==> src/sv/bus_mouse_packet_tracker_assert.svh <==
// Assertion macros for the bus mouse packet tracker.
// Expects clk and rst_n in the scope of use; no other dependencies.
`ifndef BUS_MOUSE_PACKET_TRACKER_ASSERT_SVH
`define BUS_MOUSE_PACKET_TRACKER_ASSERT_SVH

// same-cycle implication
`define BMPT_ASSERT_IMP(lbl, ante, cons) \
    lbl: assert property (@(posedge clk) disable iff (!rst_n) (ante) |-> (cons)) \
        else $error("bmpt assertion failed");

// next-cycle implication
`define BMPT_ASSERT_NXT(lbl, ante, cons) \
    lbl: assert property (@(posedge clk) disable iff (!rst_n) (ante) |=> (cons)) \
        else $error("bmpt assertion failed");

`endif

==> src/sv/bmpt_pkg.sv <==
// Package for the bus mouse packet tracker: word types, widths, register map.
// No dependencies.
package bmpt_pkg;

    localparam int BYTE_W             = 8;
    localparam int CURSOR_W           = 12;
    localparam int THR_W              = 7;
    localparam int GAIN_W             = 3;
    localparam int MOTION_W           = 11;
    localparam int COORD_BITS_DEFAULT = 12;
    localparam int ADDR_W             = 4;
    localparam int DATA_W             = 32;

    localparam int MAX_X_RESET  = 639;
    localparam int MAX_Y_RESET  = 479;
    localparam logic [THR_W-1:0]  THR_RESET  = 7'd5;
    localparam logic [GAIN_W-1:0] GAIN_RESET = 3'd2;

    localparam int LEFT_BIT  = 2;
    localparam int RIGHT_BIT = 0;

    localparam logic [1:0] REG_SCREEN_MAX_X    = 2'd0;
    localparam logic [1:0] REG_SCREEN_MAX_Y    = 2'd1;
    localparam logic [1:0] REG_ACCEL_THRESHOLD = 2'd2;
    localparam logic [1:0] REG_ACCEL_GAIN      = 2'd3;

    typedef struct packed {
        logic [BYTE_W-1:0] data_byte;
        logic              realign;
    } byte_word_t;

    typedef struct packed {
        logic [CURSOR_W-1:0] cursor_x;
        logic [CURSOR_W-1:0] cursor_y;
        logic                left_button;
        logic                right_button;
    } pkt_word_t;

endpackage

==> src/sv/bus_mouse_packet_tracker.sv <==
// Bus mouse packet tracker: three-byte packet decode, acceleration, clamped cursor.
// A packet's third byte waits in the input register and writes its word to the result
// register when it fires. Throughput: one byte per cycle while pkt_ready keeps the
// result register from stalling; one packet word per three bytes.
// Reset: asynchronous, clears control, packet state and cursor; registers take defaults.
// Depends on bmpt_pkg and bus_mouse_packet_tracker_assert.svh.
module bus_mouse_packet_tracker #(
    parameter int COORD_BITS = bmpt_pkg::COORD_BITS_DEFAULT
) (
    input  logic                         clk,
    input  logic                         rst_n,
    input  logic                         byte_valid,
    output logic                         byte_ready,
    input  bmpt_pkg::byte_word_t         byte_word,
    output logic                         pkt_valid,
    input  logic                         pkt_ready,
    output bmpt_pkg::pkt_word_t          pkt_word,
    input  logic                         psel,
    input  logic                         penable,
    input  logic                         pwrite,
    input  logic [bmpt_pkg::ADDR_W-1:0]  paddr,
    input  logic [bmpt_pkg::DATA_W-1:0]  pwdata,
    output logic [bmpt_pkg::DATA_W-1:0]  prdata,
    output logic                         pready
);
    import bmpt_pkg::*;

    localparam int SUM_W = ((COORD_BITS > MOTION_W) ? COORD_BITS : MOTION_W) + 2;
    localparam int EXT_W = (COORD_BITS > CURSOR_W) ? COORD_BITS : CURSOR_W;
    localparam logic [COORD_BITS-1:0] MAX_X_INIT = COORD_BITS'(MAX_X_RESET);
    localparam logic [COORD_BITS-1:0] MAX_Y_INIT = COORD_BITS'(MAX_Y_RESET);

    typedef enum logic [2:0] {
        PH_HDR = 3'b001,
        PH_X   = 3'b010,
        PH_Y   = 3'b100
    } phase_t;

    // configuration
    logic [COORD_BITS-1:0] max_x_reg, max_y_reg;
    logic [THR_W-1:0]      thr_reg;
    logic [GAIN_W-1:0]     gain_reg;
    logic                  cfg_wr;

    assign pready = 1'b1;
    assign cfg_wr = psel && penable && pwrite && pready;

    always_ff @(posedge clk or negedge rst_n)
    begin
        if (!rst_n)
        begin
            max_x_reg <= MAX_X_INIT;
            max_y_reg <= MAX_Y_INIT;
            thr_reg   <= THR_RESET;
            gain_reg  <= GAIN_RESET;
        end
        else if (cfg_wr)
        begin
            case (paddr[3:2])
                REG_SCREEN_MAX_X:    max_x_reg <= pwdata[COORD_BITS-1:0];
                REG_SCREEN_MAX_Y:    max_y_reg <= pwdata[COORD_BITS-1:0];
                REG_ACCEL_THRESHOLD: thr_reg   <= pwdata[THR_W-1:0];
                REG_ACCEL_GAIN:      gain_reg  <= pwdata[GAIN_W-1:0];
                default:             ;
            endcase
        end
    end

    always_comb
    begin
        case (paddr[3:2])
            REG_SCREEN_MAX_X:    prdata = DATA_W'(max_x_reg);
            REG_SCREEN_MAX_Y:    prdata = DATA_W'(max_y_reg);
            REG_ACCEL_THRESHOLD: prdata = DATA_W'(thr_reg);
            REG_ACCEL_GAIN:      prdata = DATA_W'(gain_reg);
            default:             prdata = '0;
        endcase
    end

    // input register
    logic       s1_valid_reg, s1_valid_next;
    byte_word_t s1_word_reg;
    logic       s1_fire, s1_result, out_space, byte_fire;

    // packet state
    phase_t                phase_reg, phase_next, phase_eff;
    logic [BYTE_W-1:0]     header_reg, header_next;
    logic [BYTE_W-1:0]     xbyte_reg, xbyte_next;
    logic [COORD_BITS-1:0] pos_x_reg, pos_x_next, pos_x_new;
    logic [COORD_BITS-1:0] pos_y_reg, pos_y_next, pos_y_new;

    // result register
    logic      pkt_valid_reg, pkt_valid_next;
    pkt_word_t pkt_word_reg, pkt_word_new;

    // motion datapath
    logic [BYTE_W:0]              mag_x, mag_y;
    logic                         accel;
    logic signed [MOTION_W-1:0]   dx_raw, dy_raw, gain_s, dx, dy;
    logic signed [SUM_W-1:0]      nx, ny, max_x_s, max_y_s;
    logic [EXT_W-1:0]             ext_x, ext_y;

    assign out_space  = !pkt_valid_reg || pkt_ready;
    assign s1_fire    = s1_valid_reg && (!s1_result || out_space);
    assign byte_ready = !s1_valid_reg || s1_fire;
    assign byte_fire  = byte_valid && byte_ready;

    always_comb
    begin
        if (s1_word_reg.realign)
            phase_eff = PH_HDR;
        else
            phase_eff = phase_reg;
    end

    assign s1_result = (phase_eff == PH_Y);

    always_comb
    begin
        mag_x  = xbyte_reg[BYTE_W-1] ? ((BYTE_W+1)'(256) - {1'b0, xbyte_reg})
                                     : {1'b0, xbyte_reg};
        mag_y  = s1_word_reg.data_byte[BYTE_W-1]
                     ? ((BYTE_W+1)'(256) - {1'b0, s1_word_reg.data_byte})
                     : {1'b0, s1_word_reg.data_byte};
        accel  = (mag_x > (BYTE_W+1)'(thr_reg)) || (mag_y > (BYTE_W+1)'(thr_reg));
        dx_raw = MOTION_W'($signed(xbyte_reg));
        dy_raw = MOTION_W'($signed(s1_word_reg.data_byte));
        gain_s = $signed(MOTION_W'(gain_reg));
        dx     = accel ? MOTION_W'(dx_raw * gain_s) : dx_raw;
        dy     = accel ? MOTION_W'(dy_raw * gain_s) : dy_raw;

        nx      = $signed(SUM_W'(pos_x_reg)) + SUM_W'(dx);
        ny      = $signed(SUM_W'(pos_y_reg)) - SUM_W'(dy);
        max_x_s = $signed(SUM_W'(max_x_reg));
        max_y_s = $signed(SUM_W'(max_y_reg));

        if (nx[SUM_W-1])
            pos_x_new = '0;
        else if (nx > max_x_s)
            pos_x_new = max_x_reg;
        else
            pos_x_new = nx[COORD_BITS-1:0];

        if (ny[SUM_W-1])
            pos_y_new = '0;
        else if (ny > max_y_s)
            pos_y_new = max_y_reg;
        else
            pos_y_new = ny[COORD_BITS-1:0];

        ext_x = EXT_W'(pos_x_new);
        ext_y = EXT_W'(pos_y_new);
        pkt_word_new.cursor_x     = ext_x[CURSOR_W-1:0];
        pkt_word_new.cursor_y     = ext_y[CURSOR_W-1:0];
        pkt_word_new.left_button  = header_reg[LEFT_BIT];
        pkt_word_new.right_button = header_reg[RIGHT_BIT];
    end

    always_comb
    begin
        phase_next  = phase_reg;
        header_next = header_reg;
        xbyte_next  = xbyte_reg;
        pos_x_next  = pos_x_reg;
        pos_y_next  = pos_y_reg;
        if (s1_fire)
        begin
            case (phase_eff)
                PH_X:
                begin
                    xbyte_next = s1_word_reg.data_byte;
                    phase_next = PH_Y;
                end
                PH_Y:
                begin
                    pos_x_next = pos_x_new;
                    pos_y_next = pos_y_new;
                    phase_next = PH_HDR;
                end
                default:
                begin
                    header_next = s1_word_reg.data_byte;
                    phase_next  = PH_X;
                end
            endcase
        end
    end

    always_comb
    begin
        if (byte_fire)
            s1_valid_next = 1'b1;
        else if (s1_fire)
            s1_valid_next = 1'b0;
        else
            s1_valid_next = s1_valid_reg;

        if (s1_fire && s1_result)
            pkt_valid_next = 1'b1;
        else if (pkt_ready)
            pkt_valid_next = 1'b0;
        else
            pkt_valid_next = pkt_valid_reg;
    end

    always_ff @(posedge clk or negedge rst_n)
    begin
        if (!rst_n)
        begin
            s1_valid_reg  <= 1'b0;
            pkt_valid_reg <= 1'b0;
            phase_reg     <= PH_HDR;
            header_reg    <= '0;
            xbyte_reg     <= '0;
            pos_x_reg     <= '0;
            pos_y_reg     <= '0;
        end
        else
        begin
            s1_valid_reg  <= s1_valid_next;
            pkt_valid_reg <= pkt_valid_next;
            phase_reg     <= phase_next;
            header_reg    <= header_next;
            xbyte_reg     <= xbyte_next;
            pos_x_reg     <= pos_x_next;
            pos_y_reg     <= pos_y_next;
        end
    end

    always_ff @(posedge clk)
    begin
        if (byte_fire)
            s1_word_reg <= byte_word;
        if (s1_fire && s1_result)
            pkt_word_reg <= pkt_word_new;
    end

    assign pkt_valid = pkt_valid_reg;
    assign pkt_word  = pkt_word_reg;

    // checks
    logic [EXT_W-1:0] chk_x;
    assign chk_x = EXT_W'(pos_x_reg);

    `include "bus_mouse_packet_tracker_assert.svh"

    `BMPT_ASSERT_NXT(a_pos_x_in_bounds, s1_fire && s1_result, pos_x_reg <= max_x_reg)
    `BMPT_ASSERT_NXT(a_pos_y_in_bounds, s1_fire && s1_result, pos_y_reg <= max_y_reg)
    `BMPT_ASSERT_IMP(a_word_tracks_pos, pkt_valid_reg, pkt_word_reg.cursor_x == chk_x[CURSOR_W-1:0])
    `BMPT_ASSERT_IMP(a_stall_cause, !byte_ready, s1_valid_reg && pkt_valid_reg && !pkt_ready)

endmodule
==> config.mk <==
export PLATFORM = sky130hd
export DESIGN_NAME = bus_mouse_packet_tracker
export DESIGN_NICKNAME = d
export VERILOG_FILES = /design/src/sv/bmpt_pkg.sv /design/src/sv/bus_mouse_packet_tracker.sv
export VERILOG_INCLUDE_DIRS = /design/src /design/src/sv
export SDC_FILE = /design/constraint.sdc
export NUM_CORES = 1
export LEC_CHECK = 0
export ABC_CLOCK_PERIOD_IN_PS = 5950
export BUFFER_PORTS_ARGS = -buffer_cell sky130_fd_sc_hd__buf_4
export CAP_MARGIN = 25
export CORE_MARGIN = 10
export CORE_UTILIZATION = 50
export CTS_BUF_LIST = sky130_fd_sc_hd__clkbuf_2
export CTS_CLUSTER_DIAMETER = 40
export DETAILED_ROUTE_END_ITERATION = 12
export GPL_TIMING_DRIVEN = 0
export PLACE_DENSITY_LB_ADDON = 0.08
export SYNTH_ARGS = -nofsm -noshare
export SYNTH_HDL_FRONTEND = slang
export SYNTH_SLANG_ARGS = --single-unit
==> constraint.sdc <==
create_clock -name clk -period 5.95 [get_ports clk]
set_clock_uncertainty 0.15 [all_clocks]
set_input_delay 0.8925 -clock clk [delete_from_list [all_inputs] [get_ports clk]]
set_output_delay 0.8925 -clock clk [all_outputs]
set_load 0.02 [all_outputs]
Word level (Yosys, flattened, before mapping). Index checks and enable logic that the tools add are counted. W data, S select, Z words.

Add/subtract/negate cells: 4. Multiply operators: 2. $lt $le $gt $ge: 4. Equal/unequal tests: 5. Multiplexer cells: 15. Bitwise logic cells: 1. Reduce and logical (&&, ||, !) cells: 23.

Operators by type and width (count): $pmux W32 S4 (1); $mux W12 (4); $gt A14 B13 Y1 (2); $mul A8 B4 Y11 (2); $mux W11 (2); $gt A9 B7 Y1 (2); $mux W9 (2); $sub A9 B8 Y9 const A (2); $add A13 B11 Y14 (1); $reduce_and A2 Y1 (7); $sub A13 B11 Y14 (1); $pmux W3 S2 (1); $logic_and A1 B1 Y1 (5); $eq A2 B2 Y1 const B (2); $logic_or A1 B1 Y1 (4); $mux W1 (4); $reduce_bool A2 Y1 (2); $eq A3 B2 Y1 const B (1); $eq A3 B3 Y1 const B (1); $logic_not A1 Y1 (3); $mux W3 (1); $eq A2 B1 Y1 const B (1); $logic_not A2 Y1 (1); $reduce_or A2 Y1 (1); $not A1 Y1 (1).

Flip-flop bits (word level): 109. Output and inout bits: 61. Word-level logic and storage cells: 71.

Depth between registers and ports, before layout. Gate-level depths: netlist (run 1).

Depth in word-level cells: 9. Depth in mapped cells: 33.

Worst setup path before layout (run 1). OpenSTA, ideal clock, no wires.

Path kind: reg2reg. Start: register s1_word_reg, in the netlist dy_raw[2]. End: register pkt_word_reg, in the netlist pkt_word[13] (data pin). Arrival time: 5.940 ns. Slack: -0.402 ns. Stages on the path, launching flop included: 31. Path buffers: 4. Period minus slack after synthesis: 6.352 ns. Cells stage by stage: edfxtp_1 clkbuf_1 or3_1 o31ai_1 xnor2_1 ha_1 o21a_1 o22ai_1 a31oi_1 or3_1 clkbuf_1 clkbuf_1 a21oi_1 ha_1 fa_1 nor2b_1 o31a_1 o311a_1 o41ai_1 o21ba_2 xnor2_1 ha_1 a21o_1 a21oi_1 o211ai_1 nand2_1 nand2b_1 o32ai_4 buf_6 mux2i_1 nor2_1.

Word-level cells in the longest chain between the ends: 9. Elaborated cells on any way between the ends: 10.

RTL lines: start: declaration (line bus_mouse_packet_tracker.sv:82) `byte_word_t s1_word_reg;`; start signal: assignment (line bus_mouse_packet_tracker.sv:233) `s1_word_reg <= byte_word;`; $sub A9 B8 Y9 (line bus_mouse_packet_tracker.sv:123) `? ((BYTE_W+1)'(256) - {1'b0, s1_word_reg.data_byte})`; $mux W9 (line bus_mouse_packet_tracker.sv:123); $gt A9 B7 Y1 (line bus_mouse_packet_tracker.sv:125) `accel = (mag_x > (BYTE_W+1)'(thr_reg)) || (mag_y > (BYTE_W+1)'(thr_reg));`; $logic_or A1 B1 Y1 (line bus_mouse_packet_tracker.sv:125); $mux W11 * (line bus_mouse_packet_tracker.sv:130) `dy = accel ? MOTION_W'(dy_raw * gain_s) : dy_raw;`; $sub A13 B11 Y14 * (line bus_mouse_packet_tracker.sv:133) `ny = $signed(SUM_W'(pos_y_reg)) - SUM_W'(dy);`; $gt A14 B13 Y1 (line bus_mouse_packet_tracker.sv:146) `else if (ny > max_y_s)`; $mux W12 (line bus_mouse_packet_tracker.sv:146); $mux W12 * (line bus_mouse_packet_tracker.sv:144) `if (ny[SUM_W-1])`; net ext_y[11] (line bus_mouse_packet_tracker.sv:101) `logic [EXT_W-1:0] ext_x, ext_y;`; end signal: assignment (line bus_mouse_packet_tracker.sv:235) `pkt_word_reg <= pkt_word_new;`; end: declaration (line bus_mouse_packet_tracker.sv:94) `pkt_word_t pkt_word_reg, pkt_word_new;`.

The timed path passes the listed nets; every way through them passes the cells marked *. A chain may end at the register's enable or synchronous reset.

Final worst setup path (run 1). Ends and elaborated chain as after synthesis.

==> results of run 1 <==
## per-layer routing
| metal | wire length (µm) | global-route usage | part of all wire |
|---|---|---|---|
| met1 | 10600 | 0.257 | 0.45 |
| met2 | 11500 | 0.344 | 0.49 |
| met3 | 1060 | 0.0277 | 0.045 |
| met5 | 0 | 0 | 0 |
| met4 | 453 | 0.0587 | 0.019 |
## worst max-delay path: cells and delay by family, from the launching register on
kind	cells	cell delay, ns
adder cells (fa/ha/maj)	4	0.90
flip-flops	1	0.44
AO/OA/AOI/OAI	13	2.61
multiplexers	1	0.27
AND/OR/NAND/NOR	6	1.08
buffers and inverters	5	0.77
XOR/XNOR	2	0.27
## timing repair
action                                 CTS  global route
pin swaps                               30            13
hold buffers                             0             0
setup buffers                           41            14
gates cloned                             2             0
setup endpoints to repair               48            48
resized for setup                      116            41
endpoints found under the hold margin    0             0
## placed cells by master, fill, tap and decap left out, types with 16 or more instances in the layout
cell type / netlist / final
fa_1: 18 / 16
mux2i_4: 0 / 18
buf_4: 22 / 139
edfxtp_1: 35 / 35
and2_1: 35 / 35
dfstp_2: 20 / 20
nand2b_1: 18 / 18
ha_1: 103 / 93
nor2_1: 60 / 57
a21oi_2: 0 / 16
a21oi_1: 43 / 26
o21ai_0: 69 / 58
dfrtp_1: 53 / 48
mux2_2: 21 / 21
a21o_1: 18 / 18
inv_1: 105 / 101
nand2_1: 82 / 81
xnor2_1: 30 / 24
conb_1: 2 / 21
## cell families after synthesis
family,synth area share
AOI/OAI and AO/OA,0.137
and+or+nand+nor,0.142
muxes,0.0775
DFF,0.334
adders and majority gates,0.190
xor gates and xnor gates,0.0423
other,0.000863
buffers and inverters,0.0774
## path summary, 6_finish.rpt
check | cells past startpoint | slack [ns] | endpoint
hold reg to reg | 0 | 0.34 | pkt_word[1]$_DFFE_PP_
setup reg to reg | 31 | -0.74 | pkt_word[13]$_DFFE_PP_
hold / removal | 1 | 0.14 | pos_y_reg[10]$_DFFE_PN0P_
max in group asynchronous | 1 | 4.76 | xbyte_reg[3]$_DFFE_PN0P_
min in group clk | 1 | 0.25 | dy_raw[0]$_DFFE_PP_
setup / recovery | 31 | -0.74 | pkt_word[13]$_DFFE_PP_
## Yosys cell counts, drive strengths merged, types with 3 or more instances
master / number / area (µm²)
nand4: 7 / 43.8
o22ai: 5 / 37.5
or3: 8 / 50.1
nand3: 12 / 60.1
xor2: 12 / 105
nand2: 82 / 308
inv: 105 / 394
mux2: 21 / 236
dfstp: 20 / 526
xnor2: 30 / 263
and3: 5 / 31.3
ha: 103 / 1290
edfxtp: 35 / 1050
nand2b: 18 / 113
buf: 25 / 185
a21oi: 43 / 215
o21bai: 3 / 22.5
o21a: 6 / 45.0
or2: 4 / 27.5
dfrtp: 53 / 1330
nor2: 61 / 231
mux2i: 37 / 370
a21o: 18 / 135
and2: 35 / 219
nor2b: 7 / 43.8
a31oi: 4 / 25.0
o31ai: 6 / 45.0
nor3: 12 / 60.1
fa: 18 / 360
nand3b: 3 / 22.5
mux4: 3 / 67.6
clkbuf: 25 / 93.8
o211ai: 7 / 57.6
o21ai: 76 / 380
## per-stage QoR
| step | setup TNS [ns] | area (µm²) | setup WS, ns | hold WS (ns) |
|---|---|---|---|---|
| floorplan | -1.57 | 8870 | -0.148 | 0.269 |
| global placement | -45.76 | 9670 | -1.34 | 0.279 |
| detailed placement | -47.46 | 9690 | -1.41 | 0.287 |
| CTS | -19.56 | 10700 | -0.716 | 0.153 |
| global route | -32.45 | 11000 | -0.969 | 0.171 |
| finish | -20.12 | 11000 | -0.743 | 0.137 |
## layout make-up
| class | count | area (µm²) | share of cell area |
|---|---|---|---|
| plain buffers | 47 | 365 | 0.0332 |
| clock buffers | 9 | 45.0 | 0.00409 |
| clock inverters | 7 | 85.1 | 0.00772 |
| inverters | 105 | 394 | 0.0358 |
| multi-input cells | 693 | 5920 | 0.537 |
| flip-flops and latches | 108 | 2910 | 0.264 |
| well taps | 225 | 282 | 0.0256 |
| repair buffers | 126 | 1020 | 0.0923 |
==> results.md, run 1 <==
- Outcome: finished, violations left
- Failing checks: setup timing
- Max-slew violations: 0
- Worst setup EP type: flop
- Largest net degree at the start of global routing: 74
- Ys flop type: dfrtp_1
- Clock buffer depth: 2
- Final GP Congestion: about 0.96
- Worst Hold Class: in2async
- Starting Density: 0.507
- Initial antenna violation count: 0
- CTS sink count: 108
- Die ar.: 0.0231 mm²
- Final setup fails: 48
- Gr ovfl total: 0
- Vias: 7112
- Routed length per instance: 17.9 µm
- Fillers: approximately 1500
- DRC Markers: 0
- Iter 0 DRT Violations: 313
- Synth cell types: 63
- Core area: 0.0172 mm²
- PnR worst setup slack: -0.743 ns
- Finished Layout Cells: roughly 1300
- CP max-delay cell: edfxtp_1
- Vias in the first global route: between 7000 and 8000
- DRT antenna net count: 0
- Yosys warning count: 0
- Critical Path Start Type: flop
- Share of layout cells above drive strength 1: 0.301
- Setup CP Type: reg2reg
- Placed Cells incl. Taps: 1250
- Critical path fanouts, max: 5
- Worst Setup SP: dy_raw[2]$_DFFE_PP_
- Period Utilization, post-route: 1.12
- Seq/Total Area, Yosys: 0.334
- #FFs+latches synth: 108
- Die width: 152 µm
- Syn_area_per_cell: roughly 9.3 µm²
- Routed WL: 23600 µm
- Vias per cell: 5.39
- GRT Resource Usage Total: 0.201
- Max_cap viols: 0
- Post-DP HPWL: around 18000 µm
- Post-synth design cell area: roughly 0.0087 mm²
- Worst slew pin tran: 0.967 ns
- Ant diodes: 0
- RR Startpoint: dy_raw[2]$_DFFE_PP_
- Rows: 48
- Clock transition at path regs: about 0.35 ns
- TritonCTS buffer count: 9
- Number of flops mapped to enable cells by yosys: 35
- CP required: between 6 and 7 ns
- H-tree depth: 3
- Upper clock frequency limit: around 150 MHz
- Post-Route Utilization: 0.641
- RSZ-0062 raised after global routing: true
- Initial DRT Pass Iterations: 5
- Clock Latency Late Sink: 0.67 ns
- Total I/O pin count: approximately 110
- Syn-to-layout area delta: 26.6%
- First-pass GRT wire length: between 30000 and 40000 µm
- PortBufs: between 60 and 70
- Rel. slew slack: 0.355
- Root buf cell: clkbuf_2
- Ys async rst share: 0.676
- Synth Instances: between 900 and 1000
- Final min period: 6.69 ns
- Slowest cell delay on critical path: 0.44 ns
- Final hold viol count: 0
- Nets: 1263
- CTS tree: yes
- WP data arrival: 7.00 ns
- Number of flip-flops under the largest register name: 26
- Die Y: ~150 µm
Power of run 1 is left out: the tool's default activity adds up to more than one toggle a clock period on the data nets, which glitch-free logic cannot reach.
==> inputs of run 2 (changes only) <==
--- a/config.mk
+++ b/config.mk
@@ -6,14 +6,14 @@
 export SDC_FILE = /design/constraint.sdc
 export NUM_CORES = 1
 export LEC_CHECK = 0
-export ABC_CLOCK_PERIOD_IN_PS = 5950
-export BUFFER_PORTS_ARGS = -buffer_cell sky130_fd_sc_hd__buf_4
+export ABC_CLOCK_PERIOD_IN_PS = 7400
 export CAP_MARGIN = 25
 export CORE_MARGIN = 10
 export CORE_UTILIZATION = 50
 export CTS_BUF_LIST = sky130_fd_sc_hd__clkbuf_2
 export CTS_CLUSTER_DIAMETER = 40
 export DETAILED_ROUTE_END_ITERATION = 12
+export DONT_BUFFER_PORTS = 1
 export GPL_TIMING_DRIVEN = 0
 export PLACE_DENSITY_LB_ADDON = 0.08
 export SYNTH_ARGS = -nofsm -noshare
==> constraint.sdc (replaced) <==
create_clock -name clk -period 7.4 [get_ports clk]
set_clock_uncertainty 0.15 [all_clocks]
set_input_delay 1.11 -clock clk [delete_from_list [all_inputs] [get_ports clk]]
set_output_delay 1.11 -clock clk [all_outputs]
set_load 0.02 [all_outputs]
==> run 2 against run 1 <==
The flow now finishes without violations; hold slack worse by 0.074 ns; count of clock-buffer cells in the layout up 1; largest cell class unchanged; sequential share of layout area up 4.6 points.
==> results.md, run 2 (synthesis results as in run 1) <==
- Clock buffer depth: 2 (unchanged)
- Upper clock frequency limit: 141 MHz (was 149 MHz)
- WP data arrival: 7.44 ns (was 7.00 ns)
- Worst slew pin tran: 0.968 ns (was 0.967 ns)
- Period Utilization, post-route: 0.960 (was 1.12)
- CTS sink count: 108 (unchanged)
- Die Y: 152 µm (unchanged)
- Max_cap viols: 0 (unchanged)
- Starting Density: 0.507 (unchanged)
- Total I/O pin count: 113 (unchanged)
- DRT antenna net count: 0 (unchanged)
- First-pass GRT wire length: 34000 µm (was 38200 µm)
- Root buf cell: clkbuf_2 (unchanged)
- Initial antenna violation count: 1 (was 0)
- Most common cell on crit path: ha_1
- Post-Route Utilization: 0.545 (was 0.641)
- Nets: 1149 (was 1263)
- CTS tree: yes (unchanged)
- Iter 0 DRT Violations: 364 (was 313)
- Clock transition at path regs: 0.33 ns (was 0.35 ns)
- Final setup fails: 0 (was 48)
- Placed Cells incl. Taps: 1181 (was 1250)
- Vias per cell: 5.33 (was 5.39)
- Share of layout cells above drive strength 1: 0.124 (was 0.301)
- Critical path fanouts, max: 10 (was 5)
- Final min period: 7.11 ns (was 6.69 ns)
- Initial DRT Pass Iterations: 4 (was 5)
- Die ar.: 0.0231 mm² (unchanged)
- Worst setup EP type: flop (unchanged)
- PortBufs: 0 (was 68)
- Finished Layout Cells: 1208 (was 1320)
- Rows: 48 (unchanged)
- Final hold viol count: 0 (unchanged)
- Core area: 0.0172 mm² (unchanged)
- Post-DP HPWL: 17200 µm (was 17900 µm)
- Rel. slew slack: 0.348 (was 0.355)
- Max-slew violations: 0 (unchanged)
- Routed WL: 21900 µm (was 23600 µm)
- Final GP Congestion: 0.896 (was 0.959)
- CP required: 7.73 ns (was 6.25 ns)
- Gr ovfl total: 0 (unchanged)
- Number of flip-flops under the largest register name: 26 (unchanged)
- Vias: 6433 (was 7112)
- Routed length per instance: 18.1 µm (was 17.9 µm)
- Clock Latency Late Sink: 0.67 ns (about the same)
- Slowest cell delay on critical path: 0.58 ns (was 0.44 ns)
- Setup CP Type: reg2reg (unchanged)
- Most common cell after layout, fill and taps aside: inv_1 (was buf_4)
- H-tree depth: 3 (unchanged)
- Die width: 152 µm (unchanged)
- DRC Markers: 0 (unchanged)
- Largest net degree at the start of global routing: 54 (was 74)
- Vias in the first global route: 6241 (was 7290)
- CP max-delay cell: edfxtp_1 (unchanged)
- Critical Path Start Type: flop (unchanged)
- GRT Resource Usage Total: 0.182 (was 0.201)
- Syn-to-layout area delta: 7.62% (was 26.6%)
- TritonCTS buffer count: 9 (unchanged)
- Commonest cells after routing, fill and taps aside: inv_1 (104), ha_1 (103), nand2_1 (82), o21ai_0 (67), nor2_1 (60) (was buf_4 (139), inv_1 (101), ha_1 (93), nand2_1 (81), o21ai_0 (58))
- Outcome: complete, no violations (was finished, violations left)
- Worst Hold Class: in2async (unchanged)
-- run 2: cell count changes in the layout (fill, tap and decap cells not counted), sizes merged --
cell         delta
inv             +3
clkinv          -2
dlygate4sd3     +3
clkinvlp        -2
clkbuf          +3
buf           -119
diode           +2
-- run 2: what timing repair did --
action / CTS / global route
buffers inserted: 0 / 6
gates cloned: 0 / 1
pin swaps: 0 / 1
hold endpoints to repair: 53 / 1
hold buffers: 2 / 2
gates resized for setup: 3 / 26
setup endpoints to repair: 17 / 44
-- run 2: final timing paths --
kind / start / endpoint / slack, ns / cells after the start
worst max-delay path: dy_raw[2]$_DFFE_PP_ / pkt_word[6]$_DFFE_PP_ / 0.29 / 28
worst min register to register: header_reg[2]$_DFFE_PN0P_ / pkt_word[1]$_DFFE_PP_ / 0.34 / 0
worst max register to register: dy_raw[2]$_DFFE_PP_ / pkt_word[6]$_DFFE_PP_ / 0.29 / 28
max in group asynchronous: rst_n / max_y_reg[6]$_DFFE_PN1P_ / 6.32 / 1
worst min-delay path: rst_n / pos_y_reg[11]$_DFFE_PN0P_ / 0.06 / 1
min in group clk: pwdata[6] / max_x_reg[6]$_DFFE_PN1P_ / 0.33 / 2
-- run 2: stage by stage --
stage	cell area [µm²]	setup slack (ns)	hold slack, ns	setup TNS (ns)
after floorplan	8770	1.05	0.269	0
after global placement	9050	-0.0979	0.283	-0.695
after detailed placement	9050	-0.124	0.287	-1.07
after CTS	9230	0.0162	0.0163	0
after global routing	9370	-0.0790	0.0203	-0.819
final	9370	0.294	0.0628	0
-- run 2: final cells by class --
cell class	count	area (µm²)
antenna	2	5.00
sequential	108	2900
inverter	105	394
clock buffer	10	50.0
timing repair buffer	11	114
clock inverter	6	76.3
tap	225	282
fill	1646	7810
multi-input combinational	693	5260
buffer	48	283
-- run 2: per-layer routing --
layer	track usage	share of wire
met5	0	0
met4	0.0578	0.018
met3	0.0375	0.044
met2	0.292	0.47
met1	0.240	0.47
-- run 2: worst max-delay path: cells and delay by family (launching register included) --
| kind | cells | cell delay [ns] |
|---|---|---|
| mux | 1 | 0.34 |
| compound gates | 13 | 2.86 |
| fa+ha+maj | 4 | 1.02 |
| buf+inv | 2 | 0.41 |
| xor+xnor | 2 | 0.34 |
| simple gates | 6 | 1.21 |
| flops | 1 | 0.58 |
Power of run 2 is left out for the same reason.
==> inputs of run 3 (changes only) <==
--- a/config.mk
+++ b/config.mk
@@ -9,7 +9,7 @@
 export ABC_CLOCK_PERIOD_IN_PS = 7400
 export CAP_MARGIN = 25
 export CORE_MARGIN = 10
-export CORE_UTILIZATION = 50
+export CORE_UTILIZATION = 55
 export CTS_BUF_LIST = sky130_fd_sc_hd__clkbuf_2
 export CTS_CLUSTER_DIAMETER = 40
 export DETAILED_ROUTE_END_ITERATION = 12
==> run 3 against run 2 <==
Flip-flop and latch count stayed put; sequential share of layout area hardly changed; worst setup slack better by 0.047 ns; count of clock-buffer cells in the layout is 1 lower; non-clock buffer count is 3 lower; utilization is 6.3 points higher; register-to-register slack better by 0.05 ns.
==> results.md, run 3 (synthesis results as in run 1) <==
- WP data arrival: 7.37 ns (was 7.44 ns)
- Syn-to-layout area delta: 7.49% (was 7.62%)
- CP required: 7.72 ns (was 7.73 ns)
- Nets: 1146 (was 1149)
- Share of layout cells above drive strength 1: 0.119 (was 0.124)
- Post-Route Utilization: 0.609 (was 0.545)
- Rel. slew slack: 0.408 (was 0.348)
- Max-slew violations: 0 (unchanged)
- Worst Hold Class: in2async (unchanged)
- Die width: 146 µm (was 152 µm)
- Critical path fanouts, max: 10 (unchanged)
- Rows: 45 (was 48)
- Clock transition at path regs: 0.33 ns (about the same)
- Worst slew pin tran: 0.878 ns (was 0.968 ns)
- Dpl cell area: 0.00906 mm² (was 0.00905 mm²)
- Vias: 6464 (was 6433)
- Critical Path Start Type: flop (unchanged)
- Die Y: 146 µm (was 152 µm)
- CTS tree: yes (unchanged)
- H-tree depth: 3 (unchanged)
- Final setup fails: 0 (unchanged)
- Most common cell on crit path: ha_1 (unchanged)
- Die ar.: 0.0213 mm² (was 0.0231 mm²)
- GR peak layer: met2 (unchanged)
- Number of flip-flops under the largest register name: 26 (unchanged)
- Outcome: complete, no violations (unchanged)
- TritonCTS buffer count: 9 (unchanged)
- DRT antenna net count: 0 (unchanged)
- Reg2reg end: pkt_word[2]$_DFFE_PP_ (was pkt_word[6]$_DFFE_PP_)
- RR Startpoint: dy_raw[2]$_DFFE_PP_ (unchanged)
- Vias in the first global route: 6299 (was 6241)
- Met3 GRT Util: 0.0453 (was 0.0375)
- Core area: 0.0154 mm² (was 0.0172 mm²)
- Worst Setup SP: dy_raw[2]$_DFFE_PP_ (unchanged)
- Final GP Congestion: 0.925 (was 0.896)
- Fillers: 1406 (was 1646)
- Clock buffer depth: 2 (unchanged)
- Final min period: 7.06 ns (was 7.11 ns)
- Iter 0 DRT Violations: 274 (was 364)
- Gr ovfl total: 0 (unchanged)
- Worst setup EP type: flop (unchanged)
- Met1 usage: 0.268 (was 0.240)
- Starting Density: 0.566 (was 0.507)
- Final Instance Area: 0.00935 mm² (was 0.00937 mm²)
- Max_cap viols: 0 (unchanged)
- Routed length per instance: 18.0 µm (was 18.1 µm)
- Commonest cells after routing, fill and taps aside: inv_1 (105), ha_1 (103), nand2_1 (82), o21ai_0 (69), nor2_1 (60) (was inv_1 (104), ha_1 (103), nand2_1 (82), o21ai_0 (67), nor2_1 (60))
- Multi-input gate area: 0.00525 mm² (was 0.00526 mm²)
- Period Utilization, post-route: 0.954 (was 0.960)
- Most common cell after layout, fill and taps aside: inv_1 (unchanged)
- Setup crit end: pkt_word[2]$_DFFE_PP_ (was pkt_word[6]$_DFFE_PP_)
- Initial antenna violation count: 0 (was 1)
- CTS sink count: 108 (unchanged)
- Clock Latency Late Sink: 0.66 ns (was 0.67 ns)
- Post-DP HPWL: 16900 µm (was 17200 µm)
- GRT Resource Usage Total: 0.200 (was 0.182)
- Setup CP Type: reg2reg (unchanged)
- Upper clock frequency limit: 142 MHz (was 141 MHz)
- CP max-delay cell: edfxtp_1 (unchanged)
- Register area: 0.00290 mm² (unchanged)
- Initial DRT Pass Iterations: 6 (was 4)
- Largest net degree at the start of global routing: 54 (unchanged)
- Final hold viol count: 0 (unchanged)
- Met2 GRT Util: 0.317 (was 0.292)
- Ant diodes: 0 (was 2)
- Vias per cell: 5.44 (was 5.33)
- Total I/O pin count: 113 (unchanged)
- Flop2flop setup slack: 0.34 ns (was 0.29 ns)
- Root buf cell: clkbuf_2 (unchanged)
- Reg2reg path depth: 28 (unchanged)
- Slowest cell delay on critical path: 0.63 ns (was 0.58 ns)
- First-pass GRT wire length: 34300 µm (was 34000 µm)
- PortBufs: 0 (unchanged)
- DRC Markers: 0 (unchanged)
- RSZ-0062 raised after global routing: true
- Routed WL: 21400 µm (was 21900 µm)
==> run 3: how the worst min path moves through the flow <==
stage                                         start                       end  slack (ns)  depth (start not counted)
after detailed placement  header_reg[0]$_DFFE_PN0P_     pkt_word[0]$_DFFE_PP_        0.29                          0
final                                         rst_n  max_x_reg[1]$_DFFE_PN1P_        0.08                          0
after floorplan           header_reg[2]$_DFFE_PN0P_     pkt_word[1]$_DFFE_PP_        0.27                          0
after global placement    header_reg[2]$_DFFE_PN0P_     pkt_word[1]$_DFFE_PP_        0.28                          0
after CTS                                     rst_n  max_x_reg[0]$_DFFE_PN1P_        0.03                          0
after global routing                          rst_n  max_y_reg[8]$_DFFE_PN1P_      0.0009                          0
==> run 3: layout make-up <==
class | instances | area share
Buffer | 48 | 0.0297
Clock buffer | 9 | 0.00482
Clock inverter | 7 | 0.0118
Multi-Input combinational cell | 693 | 0.561
Sequential cell | 108 | 0.310
Tap cell | 211 | 0.0282
Inverter | 105 | 0.0421
Timing Repair Buffer | 8 | 0.0115
==> run 3: worst max-delay path: cells and delay by family (launching register included) <==
family / cells / cell delay, ns
compound gates: 13 / 2.76
xor+xnor: 2 / 0.33
fa+ha+maj: 4 / 0.98
buf+inv: 2 / 0.48
flops: 1 / 0.63
mux: 1 / 0.32
simple gates: 6 / 1.22
==> run 3: routing by layer <==
layer | share of wire | vias up
li1 | - | 3263
met1 | 0.47 | 3058
met2 | 0.47 | 119
met3 | 0.045 | 24
met4 | 0.022 | 0
met5 | 0 | -
==> run 3: through the flow <==
step | worst slack (ns) | hold WS [ns] | instances | TNS (ns)
floorplan | 1.05 | 0.269 | 956 | 0
global placement | -0.0914 | 0.281 | 1167 | -0.543
detailed placement | -0.0706 | 0.292 | 1168 | -0.303
CTS | 0.0231 | 0.0290 | 1185 | 0
global route | -0.0207 | 0.000851 | 1189 | -0.0737
finish | 0.341 | 0.0843 | 1189 | 0
==> run 3: what timing repair did <==
item                                   4_1_cts  5_1_grt
gates resized for setup                      3       15
gates cloned                                 0        0
setup endpoints to repair                   13       44
setup buffers                                0        3
endpoints found under the hold margin       53       10
hold buffers                                 1        3
pin swaps                                    0        0
Power of run 3 is left out for the same reason.
